<file path="src/sv/pgsd_pkg.sv">
`default_nettype none

package pgsd_pkg;

    localparam int COORD_WIDTH_DEF = 24;
    localparam int NORM_W          = 16;
    localparam int LIMIT_W         = 20;
    localparam int LIMIT_SQ_W      = 2 * LIMIT_W;
    localparam int SAT_W           = 22;
    localparam int SQ_W            = 2 * SAT_W;
    localparam int D2_W            = SQ_W + 2;
    localparam int CFG_IDX_W       = 1;

    localparam logic [SAT_W-1:0] DIFF_SAT = SAT_W'(1) << (SAT_W - 1);

    localparam logic [LIMIT_W-1:0] GAP_LIMIT_RST     = LIMIT_W'(20000);
    localparam logic [LIMIT_W-1:0] SPACING_LIMIT_RST = LIMIT_W'(5000);
    localparam logic [LIMIT_SQ_W-1:0] GAP_SQ_RST     =
        LIMIT_SQ_W'(GAP_LIMIT_RST) * LIMIT_SQ_W'(GAP_LIMIT_RST);
    localparam logic [LIMIT_SQ_W-1:0] SPACING_SQ_RST =
        LIMIT_SQ_W'(SPACING_LIMIT_RST) * LIMIT_SQ_W'(SPACING_LIMIT_RST);

    typedef enum logic [CFG_IDX_W-1:0] {
        CFG_GAP     = 1'b0,
        CFG_SPACING = 1'b1
    } t_cfg_reg;

    typedef struct packed {
        logic [LIMIT_SQ_W-1:0] gap_sq;
        logic [LIMIT_SQ_W-1:0] spacing_sq;
    } t_limits;

endpackage

`default_nettype wire

</file>
<file path="src/sv/pgsd_dist.sv">
`default_nettype none

module pgsd_dist #(
    parameter int COORD_WIDTH = pgsd_pkg::COORD_WIDTH_DEF
) (
    input  wire logic [2:0][COORD_WIDTH-1:0] i_pt_a,
    input  wire logic [2:0][COORD_WIDTH-1:0] i_pt_b,
    output logic [pgsd_pkg::D2_W-1:0]        o_d2
);

    localparam int DW = COORD_WIDTH + 1;
    localparam int MW = (DW > pgsd_pkg::SAT_W) ? DW : pgsd_pkg::SAT_W;

    logic signed [2:0][DW-1:0]         diff;
    logic        [2:0][DW-1:0]         mag;
    logic        [2:0][MW-1:0]         mag_x;
    logic        [2:0][pgsd_pkg::SAT_W-1:0] sat;
    logic        [2:0][pgsd_pkg::SQ_W-1:0]  sq;

    always_comb begin
        for (int k = 0; k < 3; k++) begin
            diff[k]  = DW'({i_pt_a[k][COORD_WIDTH-1], i_pt_a[k]})
                     - DW'({i_pt_b[k][COORD_WIDTH-1], i_pt_b[k]});
            mag[k]   = diff[k][DW-1] ? DW'(-diff[k]) : diff[k];
            mag_x[k] = MW'(mag[k]);
            sat[k]   = (mag_x[k] > MW'(pgsd_pkg::DIFF_SAT)) ? pgsd_pkg::DIFF_SAT
                                                           : mag_x[k][pgsd_pkg::SAT_W-1:0];
            sq[k]    = pgsd_pkg::SQ_W'(sat[k]) * pgsd_pkg::SQ_W'(sat[k]);
        end
        o_d2 = pgsd_pkg::D2_W'(sq[0]) + pgsd_pkg::D2_W'(sq[1]) + pgsd_pkg::D2_W'(sq[2]);
    end

endmodule

`default_nettype wire

</file>
<file path="config.mk">
export PLATFORM = sky130hd
export DESIGN_NAME = pgsd_dist
export DESIGN_NICKNAME = d
export VERILOG_FILES = /design/src/sv/pgsd_pkg.sv /design/src/sv/pgsd_dist.sv
export SDC_FILE = /design/constraint.sdc
export NUM_CORES = 2
export LEC_CHECK = 0
export BUFFER_PORTS_ARGS = -buffer_cell sky130_fd_sc_hd__buf_2
export CELL_PAD_IN_SITES_DETAIL_PLACEMENT = 1
export CELL_PAD_IN_SITES_GLOBAL_PLACEMENT = 2
export CORE_MARGIN = 2
export CORE_UTILIZATION = 40
export DETAILED_ROUTE_END_ITERATION = 16
export PLACE_DENSITY = 0.91
export SYNTH_ARGS = -nofsm -noshare
export SYNTH_HDL_FRONTEND = slang
export SYNTH_SLANG_ARGS = --single-unit
</file>
<file path="constraint.sdc">
create_clock -name vclk -period 36.1
set_input_delay 3.61 -clock vclk [all_inputs]
set_output_delay 3.61 -clock vclk [all_outputs]
set_load 0.05 [all_outputs]
</file>
### Word level (Yosys, flattened, before mapping)

Cells that the tools add are included.
W data, S select, Z words.

| word-level totals | value |
|---|---|
| bits in registers | 0 |
| input bits | 144 |
| logic and storage cells | 20 |

| cells by class | value |
|---|---|
| add/subtract/negate cells | 8 |
| $mul | 3 |
| magnitude comparators | 3 |
| muxes and demuxes | 6 |

Operator list:

| kind | number |
|---|---|
| $mul A22 B22 Y44 | 3 |
| $gt A25 B22 Y1 const B | 3 |
| $mux W25 | 3 |
| $neg A25 Y25 | 3 |
| $sub A24 B24 Y25 | 3 |
| $mux W22 | 3 |
| $add A45 B44 Y46 | 1 |
| $add A44 B44 Y45 | 1 |

### Depth between registers and ports, before layout

| depth | value |
|---|---|
| depth after elaboration | 8 |
| mapped depth | 50 |

### Worst setup path before layout

Ideal clock, no wire load.

| path | value |
|---|---|
| kind | input to output |
| start point | input i_pt_a[0] in the netlist's numbering |
| end point | output o_d2[45] in the netlist's numbering |
| data arrival time | 16499 ps |
| setup slack | 15991 ps |
| stages | 50 |
| buffers on the path | 4 |
| path through | inv_1 ha_1 inv_1 fa_1 a211oi_1 o21ai_1 a31oi_1 xnor2_1 or3_1 clkbuf_1 nor4_2 nand3_1 o31ai_1 xor2_1 a2111o_1 o21ba_1 buf_2 buf_6 (+14 left out) fa_1 fa_1 inv_1 fa_1 inv_1 ha_1 a21oi_1 o21ai_0 a21o_1 a21o_1 a221o_1 a311oi_1 o31ai_1 a221oi_1 o21ai_0 a21oi_1 o21ai_0 xnor2_1 |

| between the ends | value |
|---|---|
| cells in the longest elaborated chain, start to end | 8 |

RTL lines:

| element | line | text |
|---|---|---|
| start: declaration | pgsd_dist.sv:6 | `input wire logic [2:0][COORD_WIDTH-1:0] i_pt_a,` |
| $sub A24 B24 Y25 (*) | pgsd_dist.sv:23 | `- DW'({i_pt_b[k][COORD_WIDTH-1], i_pt_b[k]});` |
| $neg A25 Y25 | pgsd_dist.sv:24 | `mag[k] = diff[k][DW-1] ? DW'(-diff[k]) : diff[k];` |
| $mux W25 (*) | pgsd_dist.sv:24 |  |
| $gt A25 B22 Y1 | pgsd_dist.sv:26 | `sat[k] = (mag_x[k] > MW'(pgsd_pkg::DIFF_SAT)) ? pgsd_pkg::DIFF_SAT` |
| $mux W22 (*) | pgsd_dist.sv:26 |  |
| $mul A22 B22 Y44 (*) | pgsd_dist.sv:28 | `sq[k] = pgsd_pkg::SQ_W'(sat[k]) * pgsd_pkg::SQ_W'(sat[k]);` |
| $add A44 B44 Y45 (*) | pgsd_dist.sv:30 | `o_d2 = pgsd_pkg::D2_W'(sq[0]) + pgsd_pkg::D2_W'(sq[1]) + pgsd_pkg::D2_W'(sq[2]);` |
| $add A45 B44 Y46 (*) | pgsd_dist.sv:30 |  |
| end: declaration | pgsd_dist.sv:8 | `output logic [pgsd_pkg::D2_W-1:0] o_d2` |

Every way passes the cells marked *; elsewhere a longest branch is shown, timed or not.

### Final worst setup path

Same ends and word-level chain as after synthesis.

==> flow_metrics.py <==
metrics = {
    "placed_design": {
        "pre_cts_slack_ns": 12.76,
        "placed_cells": 7322,
        "gp_congestion": 0.9296,
        "dp.final_hpwl_um": 138800,
        "port_buffers": 190,
        "place_area_um2": 53430,
    },
    "global_route": {
        "grt_pass1_vias": 45400,
        "antenna_found_initial": 3,
        "grt_overflow": 0,
        "grt_usage": 0.2574,
        "grt_pass1_wl_um": 258400,
        "grt_max_degree": 93,
    },
    "finish": {
        "fin_area_um2": 53430,
        "syn_to_final_growth_pct": 6.640,
        "stdcell_count": 7323,
        "fill_cells": 14700,
        "fin_nets": 7534,
        "num-clock-buffers": 0,
        "flops_and_latches": 0,
        "regArea_um2": 0,
        "layout-drive-gt1-share": 0.07634,
    },
    "synthesis": {
        "ys_seq_area_frac": 0,
        "synthXorXnorAreaFrac": 0.03578,
        "synth_fa_ha_area_frac": 0.6085,
        "synth_top_family_by_area": "adder cells",
        "synth_compound_area_frac": 0.06785,
        "synthMuxAreaShare": 0.003621,
        "yosys_warnings": 0,
        "syn_area_per_cell_um2": 9.014,
        "synthCells": 5559,
        "yosys.area_share.simple": 0.1514,
        "synth_cell_types": 97,
        "syn_area_um2": 50110,
    },
    "setup_path": {
        "crit_path_max_fanout": 89,
        "arrival_ns": 19.85,
        "crit_slowest_cell": "o21bai_4",
        "crit_type": "in2out",
        "cpMostUsedCell": "fa_1",
        "required_ns": 32.49,
        "critPathMaxStageDelay_ns": 0.84,
        "crit_path_end_kind": "output port",
        "critPathLaunchType": "input pin",
    },
    "drt": {
        "met2WireLength_um": 76290,
        "dr_total_vias": 40210,
        "ant_nets": 0,
        "m1WireLength_um": 68170,
        "wl_per_cell_um": 21.94,
        "dr.first_iter.drc_count": 3118,
        "dr_wl_met3_um": 10900,
        "viasPerCell": 5.491,
        "first_pass_iters": 5,
        "drt_wl_total_um": 160600,
        "drc_errors": 0,
        "top_layer": "met5",
    },
    "sta": {
        "maxSlewViolCount": 0,
        "fmax_mhz": 42.62,
        "finalWorstSetupSlack_ns": 12.64,
        "rsz0062_at_grt": "false",
        "fin_crit_sh": 0.6499,
        "tightest_slew_ns": 1.157,
        "fin_setup_tns_ns": 0,
        "hold_viol_final": 0,
        "min_period_ns": 23.46,
        "setup_violations": 0,
        "relSlewSlack": 0.2284,
    },
    "die": {
        "rows": 129,
        "ios": 190,
        "die_h_um": 357.9,
        "coreArea_um2": 124000,
        "die_x_um": 357.9,
        "start_util": 0.4042,
        "die_area_um2": 128100,
    },
    "worst_hold_path": {
        "worstHoldPathCells": 8,
        "hold_path_class": "in2out",
    },
    "clocking": {
        "cts_setup_buffers": 0,
        "cts_resized": 0,
        "cts_hold_buf": 0,
    },
    "run_status": {
        "status": "completed",
    },
    "run": {
        "drv_cap": 0,
    },
}
metrics by stage:
stage / util / hold WS (ns)
2_1_floorplan: - / 8.048
3_3_place_gp: 0.4310 / 8.556
3_5_place_dp: 0.4310 / 8.602
4_1_cts: 0.4310 / 8.606
5_1_grt: 0.4310 / 8.654
6_report: 0.4311 / 8.603
cell type report:
class | count | area (um^2) | area share
well taps | 1637 | 2048 | 0.03833
diodes | 1 | 2.502 | 0.00004683
repair buffers | 302 | 1792 | 0.03353
inverters | 1447 | 5431 | 0.1016
multi-input cells | 3936 | 44160 | 0.8264
synth_stat cells, drive strengths merged (116+ instances only):
cell    number  share of area
nand4      116          0.014
ha         480           0.12
clkbuf     210          0.016
nand3      171          0.017
xnor2      133          0.023
inv       1446           0.11
nor4       122          0.020
or3        130          0.016
nor2       218          0.016
nand2      197          0.015
fa        1223           0.49
nor3       292          0.030
cells in the final DEF, fill, tap and decap left out, drive strengths merged, types with 14 or more instances in the layout:
cell type  instances
nand2            197
or2               19
nor2             218
nor4             122
fa              1223
o21bai            14
nor3             292
nand3            171
a21o              57
nor2b             21
o211ai            14
and3              33
xnor2            133
a211oi            21
xor2              70
or3              130
o21a              20
nor3b             14
and2              20
ha               480
conb             108
nand4            116
buf              302
nand2b            23
a31oi             23
inv             1446
a21oi            114
o21ai            102
final timing paths:
path,slack (ns),start,end
hold / removal,8.60,i_pt_b[48],o_d2[0]
setup / recovery,12.64,i_pt_a[0],o_d2[45]
metal layers:
| metal | global-route usage | up-vias |
|---|---|---|
| met1 | 0.3535 | 20940 |
| li1 | - | 17590 |
| met3 | 0.02987 | 282 |
| met2 | 0.4307 | 1391 |
| met4 | 0.06946 | 2 |
| met5 | 0 | - |
critical path, delay by kind of cell:
| family | cells | cell delay, ns |
|---|---|---|
| buffers and inverters | 9 | 1.50 |
| adders and majority gates | 12 | 5.35 |
| xor gates and xnor gates | 4 | 1.73 |
| AOI/OAI and AO/OA | 16 | 5.62 |
| and+or+nand+nor | 7 | 1.98 |
cells by family (layout without fill, tap and decap cells):
group | count (synthesis) | count (layout)
buffers and inverters | 1729 | 1749
XOR/XNOR | 203 | 203
AO/OA/AOI/OAI | 493 | 493
adder cells (fa/ha/maj) | 1703 | 1703
multiplexers | 17 | 17
other | 2 | 109
AND/OR/NAND/NOR | 1412 | 1412
