## config.mk

```make
export PLATFORM = sky130hd
export DESIGN_NAME = pgsd_cfg
export DESIGN_NICKNAME = d
export VERILOG_FILES = /design/src/sv/pgsd_pkg.sv /design/src/sv/pgsd_cfg.sv
export SDC_FILE = /design/constraint.sdc
export NUM_CORES = 1
export LEC_CHECK = 0
export BUFFER_PORTS_ARGS = -buffer_cell sky130_fd_sc_hd__buf_2
export CAP_MARGIN = 20
export CORE_AREA = 2 2 162 164
export DETAILED_ROUTE_END_ITERATION = 12
export DIE_AREA = 0 0 164 166
export PLACE_DENSITY = 0.82
export SYNTH_ARGS = -nofsm -noshare
export SYNTH_HDL_FRONTEND = slang
export SYNTH_SLANG_ARGS = --single-unit
```

## constraint.sdc

```tcl
create_clock -name i_clk -period 20.9 [get_ports i_clk]
set_clock_uncertainty 0.05 [all_clocks]
set_input_delay 5.225 -clock i_clk [delete_from_list [all_inputs] [get_ports i_clk]]
set_output_delay 5.225 -clock i_clk [all_outputs]
set_load 0.01 [all_outputs]
```

## src/sv/pgsd_pkg.sv

```systemverilog
`default_nettype none

package pgsd_pkg;

    localparam int COORD_WIDTH_DEF = 24;
    localparam int NORM_W          = 16;
    localparam int LIMIT_W         = 20;
    localparam int LIMIT_SQ_W      = 2 * LIMIT_W;
    localparam int SAT_W           = 22;
    localparam int SQ_W            = 2 * SAT_W;
    localparam int D2_W            = SQ_W + 2;
    localparam int CFG_IDX_W       = 1;

    localparam logic [SAT_W-1:0] DIFF_SAT = SAT_W'(1) << (SAT_W - 1);

    localparam logic [LIMIT_W-1:0] GAP_LIMIT_RST     = LIMIT_W'(20000);
    localparam logic [LIMIT_W-1:0] SPACING_LIMIT_RST = LIMIT_W'(5000);
    localparam logic [LIMIT_SQ_W-1:0] GAP_SQ_RST     =
        LIMIT_SQ_W'(GAP_LIMIT_RST) * LIMIT_SQ_W'(GAP_LIMIT_RST);
    localparam logic [LIMIT_SQ_W-1:0] SPACING_SQ_RST =
        LIMIT_SQ_W'(SPACING_LIMIT_RST) * LIMIT_SQ_W'(SPACING_LIMIT_RST);

    typedef enum logic [CFG_IDX_W-1:0] {
        CFG_GAP     = 1'b0,
        CFG_SPACING = 1'b1
    } t_cfg_reg;

    typedef struct packed {
        logic [LIMIT_SQ_W-1:0] gap_sq;
        logic [LIMIT_SQ_W-1:0] spacing_sq;
    } t_limits;

endpackage

`default_nettype wire

```

## src/sv/pgsd_cfg.sv

```systemverilog
`default_nettype none

module pgsd_cfg (
    input  wire logic                            i_clk,
    input  wire logic                            i_rst_n,
    input  wire logic                            i_cfg_valid,
    input  wire logic [pgsd_pkg::CFG_IDX_W-1:0]  i_cfg_index,
    input  wire logic [pgsd_pkg::LIMIT_W-1:0]    i_cfg_data,
    output pgsd_pkg::t_limits                    o_limits
);

    pgsd_pkg::t_limits                    r_limits;
    logic [pgsd_pkg::LIMIT_SQ_W-1:0]      n_sq;

    // limits are held squared so the datapath only compares
    assign n_sq = pgsd_pkg::LIMIT_SQ_W'(i_cfg_data) * pgsd_pkg::LIMIT_SQ_W'(i_cfg_data);

    always_ff @(posedge i_clk) begin
        if (!i_rst_n) begin
            r_limits.gap_sq     <= pgsd_pkg::GAP_SQ_RST;
            r_limits.spacing_sq <= pgsd_pkg::SPACING_SQ_RST;
        end else if (i_cfg_valid) begin
            unique case (pgsd_pkg::t_cfg_reg'(i_cfg_index))
                pgsd_pkg::CFG_GAP:     r_limits.gap_sq     <= n_sq;
                pgsd_pkg::CFG_SPACING: r_limits.spacing_sq <= n_sq;
                default:               r_limits            <= r_limits;
            endcase
        end
    end

    assign o_limits = r_limits;

endmodule

`default_nettype wire

```

Yosys cells after proc, flatten, opt, wreduce, memory -nomap -nowiden
Index checks and enable logic that the tools add are counted.

operators by class
  multiply operators = 1
  bitwise gates (word level) = 1
  reductions and logical operators = 2

operator list
  operator          number
  $mul 20x20->40    1
  $reduce_and 2->1  2
  $not 1->1         1

storage, ports and cells
  register bits after elaboration = 80
  bits of input ports = 24
  output and inout port bits = 80
  logic and storage cells = 6

Longest topological paths before layout
Gate-level depths: netlist of the first run.

  word-level depth = 2
  gate-level depth with buffers = 26
  mapped depth without buffers = 24

Worst setup path before layout of the first run
OpenSTA, ideal clock, no wires.

  path type = input port to flip-flop
  from = input port i_cfg_data[15] (netlist bit)
  to = register r_limits, in the netlist o_limits[72]
  setup time = 95 ps
  data arrival time = 11390 ps
  data required time = 20755 ps
  slack = 9364 ps
  stages = 24
  buffers on the path = 3
  cells stage by stage = clkbuf_1 clkbuf_1 nand2_1 fa_1 inv_1 fa_1 inv_1 fa_1 inv_1 fa_1 fa_1 fa_1 inv_1 fa_1 inv_1 ha_1 buf_2 nand2_1 or3_1 nor4_1 o211a_1 nor2_1 o21a_1 o311ai_1

between the ends
  cells in the longest elaborated chain, start to end = 1

ends and longest elaborated chain
  element               line            text
  from (decl)           pgsd_cfg.sv:8   input wire logic [pgsd_pkg::LIMIT_W-1:0] i_cfg_data,
  $mul 20x20->40        pgsd_cfg.sv:16  assign n_sq = pgsd_pkg::LIMIT_SQ_W'(i_cfg_data) * pgsd_pkg::LIMIT_SQ_W'(i_cfg_data);
  to (signal assigned)  pgsd_cfg.sv:26  default: r_limits <= r_limits;
  to (decl)             pgsd_cfg.sv:12  pgsd_pkg::t_limits r_limits;

No other way between the ends.
A chain may end at the register's enable or synchronous reset.

Worst setup path in the final report of the first run
  from = input port i_cfg_data[12] (netlist bit)
  to = register r_limits, in the netlist o_limits[39]

Same word-level chain as after synthesis.

==> flow_metrics.env, run 1 <==
export IMPL_path_clk_slew_ns=0.06
export IMPL_worstSkewPairLatency_ns=0.34
export IMPL_track_usage=0.285
export IMPL_cts_path_max_buffers=2
export IMPL_drc=0
export IMPL_finalCritPeriodShare=0.568
export IMPL_grt_pass1_vias=12800
export IMPL_top_layer="met4"
export IMPL_synth_compound_area_frac=0.104
export IMPL_grt_max_degree=73
export IMPL_ios=104
export IMPL_required_ns=21.14
export IMPL_synth_edff_count=0
export IMPL_drt_wirelength_per_cell_um=17.6
export IMPL_synth_top_family_by_area="adder cells"
export IMPL_fin_setup_tns_ns=0
export IMPL_fp_dieW_um=164
export IMPL_vias_per_cell=5.78
export IMPL_gp_congestion=0.950
export IMPL_yosysTopAreaCell="fa_1"
export IMPL_grt_pass1_wl_um=62400
export IMPL_cts_root_buf="clkbuf_16"
export IMPL_h_tree_depth=3
export IMPL_worstSetupEndpointType="flop"
export IMPL_cts_resized=0
export IMPL_max_freq_ghz=0.0842
export IMPL_slew_headroom=0.341
export IMPL_status="finished, final reports clean"
export IMPL_ys_seq_area_frac=0.104
export IMPL_fin_nets=2192
export IMPL_post_route_min_period_ns=11.88
export IMPL_layout_common_cells="352 x inv_1, 279 x fa_1, 202 x nand2_1, 151 x ha_1, 101 x buf_2"
export IMPL_dieArea_sq_um=27200
export IMPL_dr_pass1_iters=6
export IMPL_cts_tree="done"
export IMPL_synthArstFlopShare=0
export IMPL_setup_viol=0
export IMPL_syn_inst=1707
export IMPL_drt_iter0_markers=778
export IMPL_wl_met1_um=13600
export IMPL_largest_register_ffs=78
export IMPL_maxCapViolCount=0
export IMPL_syn_cell_area_sq_um=15000
export IMPL_row_count=59
export IMPL_synthXorXnorAreaFrac=0.0233
export IMPL_hpwl_um=29400
export IMPL_initial_core_util=0.586
export IMPL_clock_sinks=78
export IMPL_port_buffers=101
export IMPL_crit_arrival_ns=12.12
export IMPL_hold_buffers=0
export IMPL_cts_buffers=9
export IMPL_layout_commonest_cell="inv_1"
export IMPL_yosys_area_share_simple=0.155
export IMPL_postRouteAntennaNets=0
export IMPL_wl_um=36500
export IMPL_worstPathMaxFanout=17
export IMPL_avgSynthCellArea_sq_um=8.79
export IMPL_hold_viol=0
export IMPL_rsz0062_at_grt="no"
export IMPL_ys_flop_type="dfxtp_1"
export IMPL_yosys_mux_area_fraction=0.00142
export IMPL_via_count=12000
export IMPL_drv_slew=0
export IMPL_criticalPathCategory="in -> reg"
export IMPL_routed_wl_met2_um=19200
export IMPL_overflow=0
export IMPL_fp_coreArea_sq_um=25600
export IMPL_antenna_found_initial=1
export IMPL_dr_wl_met3_um=2490
export IMPL_diodes=0
export IMPL_drive_above_1_share=0.0866
export IMPL_ys_warn_count=0
export IMPL_die_h_um=166
export IMPL_cp_start_kind="input pin"
export IMPL_synth_top_area_frac=0.372
export IMPL_synth_fa_ha_area_frac=0.499
export IMPL_hold_path_class="reg -> reg"
export IMPL_ys_types=79
export IMPL_synthTopCellsByArea="fa_1 37%, ha_1 13%, dfxtp_1 10%"
export IMPL_cts_setup_buffers=0
export IMPL_syn2layout_area_growth_pct=6.08
export IMPL_ys_seq_elements=78
export IMPL_tightest_slew_ns=0.989
[worst max-delay path, cell delays in order]
cell      delay, ns
buf_2          0.37
inv_1          0.20
nor2_1         0.27
inv_1          0.10
fa_1           0.51
fa_1           0.43
fa_1           0.55
inv_1          0.06
fa_1           0.48
fa_1           0.51
fa_1           0.50
inv_1          0.06
fa_1           0.52
inv_1          0.05
ha_1           0.48
nand2_2        0.15
o211a_1        0.24
o31ai_1        0.54
a2111o_1       0.26
o21a_4         0.16
nor4b_1        0.28
o31a_1         0.17
[final cells by class]
cell class | instances | area (sq um)
Timing Repair Buffer | 106 | 543
Sequential cell | 78 | 1560
Inverter | 353 | 1330
Clock inverter | 7 | 75.1
Clock buffer | 9 | 225
Tap cell | 335 | 419
Fill cell | 2159 | 9700
Multi-Input combinational cell | 1190 | 11800
[through the flow]
| stage | hold WS [ns] | util | cell area [sq um] | std cells | setup WS, ns |
|---|---|---|---|---|---|
| 2_1_floorplan | 0.431 | - | 15000 | 1708 | 9.36 |
| 3_3_place_gp | 0.390 | 0.610 | 15600 | 2062 | 8.96 |
| 3_5_place_dp | 0.394 | 0.610 | 15600 | 2062 | 8.78 |
| 4_1_cts | 0.408 | 0.621 | 15900 | 2078 | 9.13 |
| 5_1_grt | 0.431 | 0.621 | 15900 | 2078 | 8.66 |
| 6_report | 0.407 | 0.621 | 15900 | 2078 | 9.02 |
[worst paths after layout]
| check | slack [ns] | startpoint | cells past startpoint | endpoint |
|---|---|---|---|---|
| hold / removal | 0.41 | o_limits[2] | 2 | o_limits[2] |
| setup reg to reg | 19.93 | o_limits[39] | 3 | o_limits[39] |
| setup / recovery | 9.02 | i_cfg_data[12] | 22 | o_limits[39] |
| hold reg to reg | 0.41 | o_limits[2] | 2 | o_limits[2] |
[cell usage after synthesis (all sizes together) (7+ instances only)]
cell,number
ha,151
fa,279
xor2,15
nor3,10
nor2,75
a21oi,63
o21ai,37
xnor2,25
o311ai,8
nand3,49
dfxtp,78
nand4,11
and2,73
o21a,17
nand2,204
o211ai,27
a21o,17
o31ai,9
clkbuf,71
buf,16
nand2b,9
inv,352
or2,7
nor2b,9
and3,13
a31oi,8
[logic make-up after synthesis]
family,Yosys count
other cells,1
mux,2
compound gates,229
simple gates,485
xor+xnor,40
fa+ha+maj,432
buf+inv,440
flops,78
[routing by layer]
metal  track usage  vias up
met5             0        -
met4        0.0961        0
met3        0.0440      103
met2         0.496      452
met1         0.361     6030
li1              -     5419
Power of run 1 is left out: the tool's default activity adds up to more than one toggle a clock period on the data nets, which glitch-free logic cannot reach.
==> inputs of run 2 (changes only) <==
clock period = 12.4 ns   (was 20.9 ns; I/O delays follow)
==> run 2 against run 1 <==
Against the previous run: non-clock buffer count did not move; worst hold slack lost 0.0010 ns; sequential share of layout area barely moved; first-iteration DRC count grew 4.0%; wire length up 0.51%; global-route usage down 0.29 points; register-to-register slack worse by 8.5 ns; critical path depth did not move; sequential cell count unchanged; highest routed layer unchanged.
==> flow_metrics.env, run 2 (synthesized netlist as in run 1, its figures left out) <==
export IMPL_status="finished, final reports clean"
export IMPL_max_freq_ghz=0.103
export IMPL_drt_iter0_markers=809
export IMPL_design_area_sq_um=15900
export IMPL_crit_arrival_ns=9.97
export IMPL_initial_core_util=0.586
export IMPL_h_tree_depth=3
export IMPL_fp_dieW_um=164
export IMPL_dieArea_sq_um=27200
export IMPL_reg2reg_to="o_limits[39]"
export IMPL_post_route_min_period_ns=9.74
export IMPL_hold_buffers=0
export IMPL_cts_tree="done"
export IMPL_fin_setup_tns_ns=0
export IMPL_post_place_ws_ns=2.39
export IMPL_grt_pass1_vias=12700
export IMPL_placedInstanceArea_sq_um=15600
export IMPL_hold_depth=2
export IMPL_layout_commonest_cell="inv_1"
export IMPL_slew_headroom=0.260
export IMPL_fin_nets=2192
export IMPL_maxCapViolCount=0
export IMPL_dr_pass1_iters=6
export IMPL_required_ns=12.63
export IMPL_port_buffers=101
export IMPL_grt_max_degree=73
export IMPL_min_to="o_limits[53]"
export IMPL_antenna_found_initial=0
export IMPL_hold_viol=0
export IMPL_worst_slack_ns=2.66
export IMPL_worstPathMaxFanout=17
export IMPL_largest_register_ffs=78
export IMPL_diodes=0
export IMPL_setup_viol=0
export IMPL_track_usage=0.282
export IMPL_wl_um=36700
export IMPL_syn2layout_area_growth_pct=5.98
export IMPL_hold_path_class="reg -> reg"
export IMPL_worstSetupEndpointType="flop"
export IMPL_cts_resized=0
export IMPL_finalCritPeriodShare=0.785
export IMPL_path_clk_slew_ns=0.07
export IMPL_via_count=12000
export IMPL_cp_start_kind="input pin"
export IMPL_cts_setup_buffers=0
export IMPL_grt_pass1_wl_um=61900
export IMPL_row_count=59
export IMPL_cts_root_buf="clkbuf_16"
export IMPL_fp_coreArea_sq_um=25600
export IMPL_rsz0062_at_grt="no"
export IMPL_die_h_um=166
export IMPL_tightest_slew_ns=1.11
export IMPL_cts_buffers=9
export IMPL_whs_ns=0.406
export IMPL_criticalPathCategory="in -> reg"
export IMPL_drc=0
export IMPL_r2r_start="o_limits[39]"
export IMPL_vias_per_cell=5.75
export IMPL_gp_congestion=0.950
export IMPL_reg2regPathDepth=3
export IMPL_min_from="o_limits[53]"
export IMPL_postRouteAntennaNets=0
export IMPL_regToRegSetupSlack_ns=11.43
export IMPL_drt_wirelength_per_cell_um=17.7
export IMPL_hpwl_um=29500
export IMPL_layout_common_cells="352 x inv_1, 279 x fa_1, 202 x nand2_1, 151 x ha_1, 101 x buf_2"
export IMPL_worstSkewPairLatency_ns=0.33
export IMPL_drv_slew=0
export IMPL_ios=104
export IMPL_drive_above_1_share=0.0866
export IMPL_overflow=0
export IMPL_cts_path_max_buffers=2
export IMPL_clock_sinks=78
## run 2: cell types whose count changed in the layout (fill, tap and decap cells not counted)
| cell | change |
|---|---|
| clkinvlp_4 | -1 |
| bufinv_16 | -1 |
| clkbuf_8 | +1 |
| inv_6 | +1 |
## run 2: area by class of cell
cell class | count | area (sq um)
multi-input combinational | 1190 | 11800
clock inverter | 6 | 46.3
inverter | 353 | 1330
timing repair buffer | 106 | 543
fill | 2103 | 9710
clock buffer | 10 | 239
tap | 335 | 419
sequential | 78 | 1560
## run 2: routing by layer
layer / vias to the layer above / part of all wire / global-route usage / wire length (um)
met5: - / 0 / 0 / 0
met3: 86 / 0.060 / 0.0377 / 2190
met2: 437 / 0.53 / 0.504 / 19600
met1: 6016 / 0.38 / 0.360 / 14000
li1: 5413 / - / - / -
met4: 0 / 0.026 / 0.0721 / 937
## run 2: critical path: stages
cell	delay (ns)
buf_2	0.36
inv_1	0.21
nor2_1	0.28
inv_1	0.10
fa_1	0.51
fa_1	0.43
fa_1	0.55
inv_1	0.06
fa_1	0.48
fa_1	0.51
fa_1	0.49
inv_1	0.05
fa_1	0.51
inv_1	0.05
ha_1	0.48
nand4_2	0.22
or4_4	0.55
o21bai_1	0.19
o211ai_2	0.16
o21a_4	0.22
nor4b_1	0.28
o31a_1	0.17
## run 2: per-stage QoR
stage | utilization | instances
after detailed placement | 0.610 | 2062
after floorplan | - | 1708
after global routing | 0.621 | 2078
after CTS | 0.621 | 2078
final | 0.621 | 2078
after global placement | 0.610 | 2062
## run 2: how the worst max path moves through the flow
stage	slack [ns]	end	startpoint	cells past startpoint
5_1_grt	2.33	o_limits[76]	i_cfg_data[12]	22
6_report	2.66	o_limits[39]	i_cfg_data[12]	22
2_1_floorplan	2.99	o_limits[72]	i_cfg_data[15]	24
3_5_place_dp	2.39	o_limits[39]	i_cfg_data[12]	22
4_1_cts	2.74	o_limits[39]	i_cfg_data[12]	22
3_3_place_gp	2.58	o_limits[39]	i_cfg_data[12]	22
Power of run 2 is left out for the same reason.
==> inputs of run 3 (changes only) <==
ABC_AREA = 1   (was unset)
CORE_AREA = 2 2 163 165   (was 2 2 162 164)
DIE_AREA = 0 0 165 167   (was 0 0 164 166)
PLACE_DENSITY = 0.83   (was 0.82)
clock period = 9.58 ns   (was 12.4 ns; I/O delays follow)
==> run 3 against run 2 <==
Against the previous run: worst hold slack improved by 0.0067 ns; design area rose by 2.7%; worst setup slack got worse by 1.3 ns; synthesized cell count rose by 19%; critical endpoint is now o_limits[29]; largest cell class unchanged.
==> flow_metrics.env, run 3 <==
export IMPL_synth_common_cells="566 x inv_1, 482 x nand2_1, 279 x fa_1"
export IMPL_cts_setup_buffers=0
export IMPL_avgSynthCellArea_sq_um=7.53
export IMPL_crit_path_end="o_limits[29]"
export IMPL_cts_path_max_buffers=2
export IMPL_antenna_found_initial=0
export IMPL_reg2regPathDepth=4
export IMPL_cpMaxStageDelayCell="fa_1"
export IMPL_setup_viol=0
export IMPL_multi_input_area_sq_um=11400
export IMPL_yosysTopAreaCell="fa_1"
export IMPL_synth_top_area_frac=0.364
export IMPL_via_count=12500
export IMPL_drc=0
export IMPL_synthTopCellsByArea="fa_1 36%, inv_1 14%, ha_1 12%"
export IMPL_worstPathMaxFanout=20
export IMPL_fin_nets=2542
export IMPL_drt_iter0_markers=623
export IMPL_post_route_min_period_ns=8.19
export IMPL_grtUsageMet2=0.534
export IMPL_ys_seq_elements=78
export IMPL_dieArea_sq_um=27600
export IMPL_synthArstFlopShare=0
export IMPL_port_buffers=101
export IMPL_grt_pass1_wl_um=63100
export IMPL_cp_start_kind="input pin"
export IMPL_fillers=2192
export IMPL_wl_um=36500
export IMPL_largest_register_ffs=78
export IMPL_ys_flop_type="dfxtp_1"
export IMPL_path_depth=26
export IMPL_max_freq_ghz=0.122
export IMPL_diodes=0
export IMPL_cts_buffers=9
export IMPL_rsz0062_at_grt="no"
export IMPL_track_usage=0.288
export IMPL_clock_sinks=78
export IMPL_drt_wirelength_per_cell_um=15.0
export IMPL_slew_headroom=0.369
export IMPL_required_ns=9.77
export IMPL_overflow=0
export IMPL_syn2layout_area_growth_pct=6.50
export IMPL_critical_path_max_stage_delay_ns=0.54
export IMPL_maxCapViolCount=0
export IMPL_worstSetupEndpointType="flop"
export IMPL_grt_max_degree=71
export IMPL_die_h_um=167
export IMPL_status="finished, final reports clean"
export IMPL_vias_per_cell=5.15
export IMPL_hpwl_um=29800
export IMPL_synth_edff_count=0
export IMPL_postRouteAntennaNets=0
export IMPL_ys_warn_count=0
export IMPL_syn_inst=2036
export IMPL_cts_resized=0
export IMPL_regToRegSetupSlack_ns=8.81
export IMPL_startpoint="i_cfg_data[3]"
export IMPL_grt_busiest_layer="met2"
export IMPL_r2r_start="o_limits[15]"
export IMPL_hold_viol=0
export IMPL_fp_coreArea_sq_um=25800
export IMPL_hold_buffers=0
export IMPL_ys_types=34
export IMPL_fin_setup_tns_ns=0
export IMPL_fp_dieW_um=165
export IMPL_drv_slew=0
export IMPL_tightest_slew_ns=0.945
export IMPL_drive_above_1_share=0.0713
export IMPL_worst_path_buf_inv=8
export IMPL_dr_pass1_iters=5
export IMPL_ys_seq_area_frac=0.102
export IMPL_crit_family="adder cells"
export IMPL_reg2reg_to="o_limits[15]"
export IMPL_syn_cell_area_sq_um=15300
export IMPL_crit_arrival_ns=8.38
export IMPL_hold_path_class="reg -> reg"
export IMPL_path_clk_slew_ns=0.06
export IMPL_grt_use_met1=0.338
export IMPL_h_tree_depth=3
export IMPL_grt_pass1_vias=13500
export IMPL_finalCritPeriodShare=0.855
export IMPL_cts_root_buf="clkbuf_16"
export IMPL_criticalPathCategory="in -> reg"
export IMPL_initial_core_util=0.595
export IMPL_row_count=59
export IMPL_yosysMostFrequentCell="inv_1"
export IMPL_worstSkewPairLatency_ns=0.33
export IMPL_gp_congestion=0.917
export IMPL_met3_usage=0.0376
export IMPL_layout_common_cells="566 x inv_1, 482 x nand2_1, 279 x fa_1, 161 x nor2_1, 151 x ha_1"
export IMPL_ios=104
export IMPL_regArea_sq_um=1560
export IMPL_cts_tree="done"
export IMPL_layout_commonest_cell="inv_1"
==> run 3: cell count changes after synthesis, moves of 9 or more <==
cell / change
inv_1: +214
a21o_1: -16
nand2_1: +279
nand2b_1: -9
xnor2_1: -12
o21a_1: -14
nor2_1: +86
o211ai_1: -25
nand3_1: +10
clkbuf_1: -25
nor2b_1: -9
and2_1: -71
and3_1: -12
buf_1: +12
==> run 3: layout make-up <==
class	instances	area share
well taps	335	0.0257
multi-input cells	1323	0.697
clock inverters	5	0.00322
flip-flops and latches	78	0.0956
clock buffers	9	0.0138
inverters	572	0.131
repair buffers	104	0.0331
==> run 3: tightest hold or removal path: stages, from the launching register on <==
cell and delay [ns]:
dfxtp_1 0.32, a21oi_1 0.06, nand2_1 0.05
==> run 3: cell families after synthesis <==
| logic type | synth area share |
|---|---|
| AO/OA/AOI/OAI | 0.0401 |
| XOR/XNOR | 0.0206 |
| adder cells (fa/ha/maj) | 0.488 |
| buffers and inverters | 0.156 |
| flip-flops | 0.102 |
| other | 0.000245 |
| AND/OR/NAND/NOR | 0.193 |
==> run 3: worst min-delay path by stage <==
| stage | startpoint | cells past startpoint | endpoint | slack [ns] |
|---|---|---|---|---|
| after CTS | o_limits[62] | 2 | o_limits[62] | 0.41 |
| after detailed placement | o_limits[62] | 2 | o_limits[62] | 0.40 |
| final | o_limits[62] | 2 | o_limits[62] | 0.41 |
| after global routing | o_limits[16] | 2 | o_limits[16] | 0.44 |
| after floorplan | o_limits[2] | 2 | o_limits[2] | 0.44 |
| after global placement | o_limits[16] | 2 | o_limits[16] | 0.40 |
==> run 3: stage by stage <==
stage | hold WS (ns) | worst slack (ns) | util | cell area, sq um | cells
floorplan | 0.440 | 1.43 | - | 15300 | 2037
global placement | 0.398 | 1.13 | 0.622 | 16000 | 2411
detailed placement | 0.401 | 1.07 | 0.622 | 16000 | 2411
CTS | 0.415 | 1.41 | 0.633 | 16300 | 2425
global route | 0.439 | 1.03 | 0.634 | 16300 | 2426
finish | 0.413 | 1.39 | 0.634 | 16300 | 2426
==> run 3: routing by layer <==
layer  routed length (um)  vias to the layer above
met5                    0                        -
met3                 1690                      102
met1                14000                     6077
met4                 1220                        0
li1                     -                     5961
met2                19600                      353
Power of run 3 is left out for the same reason.
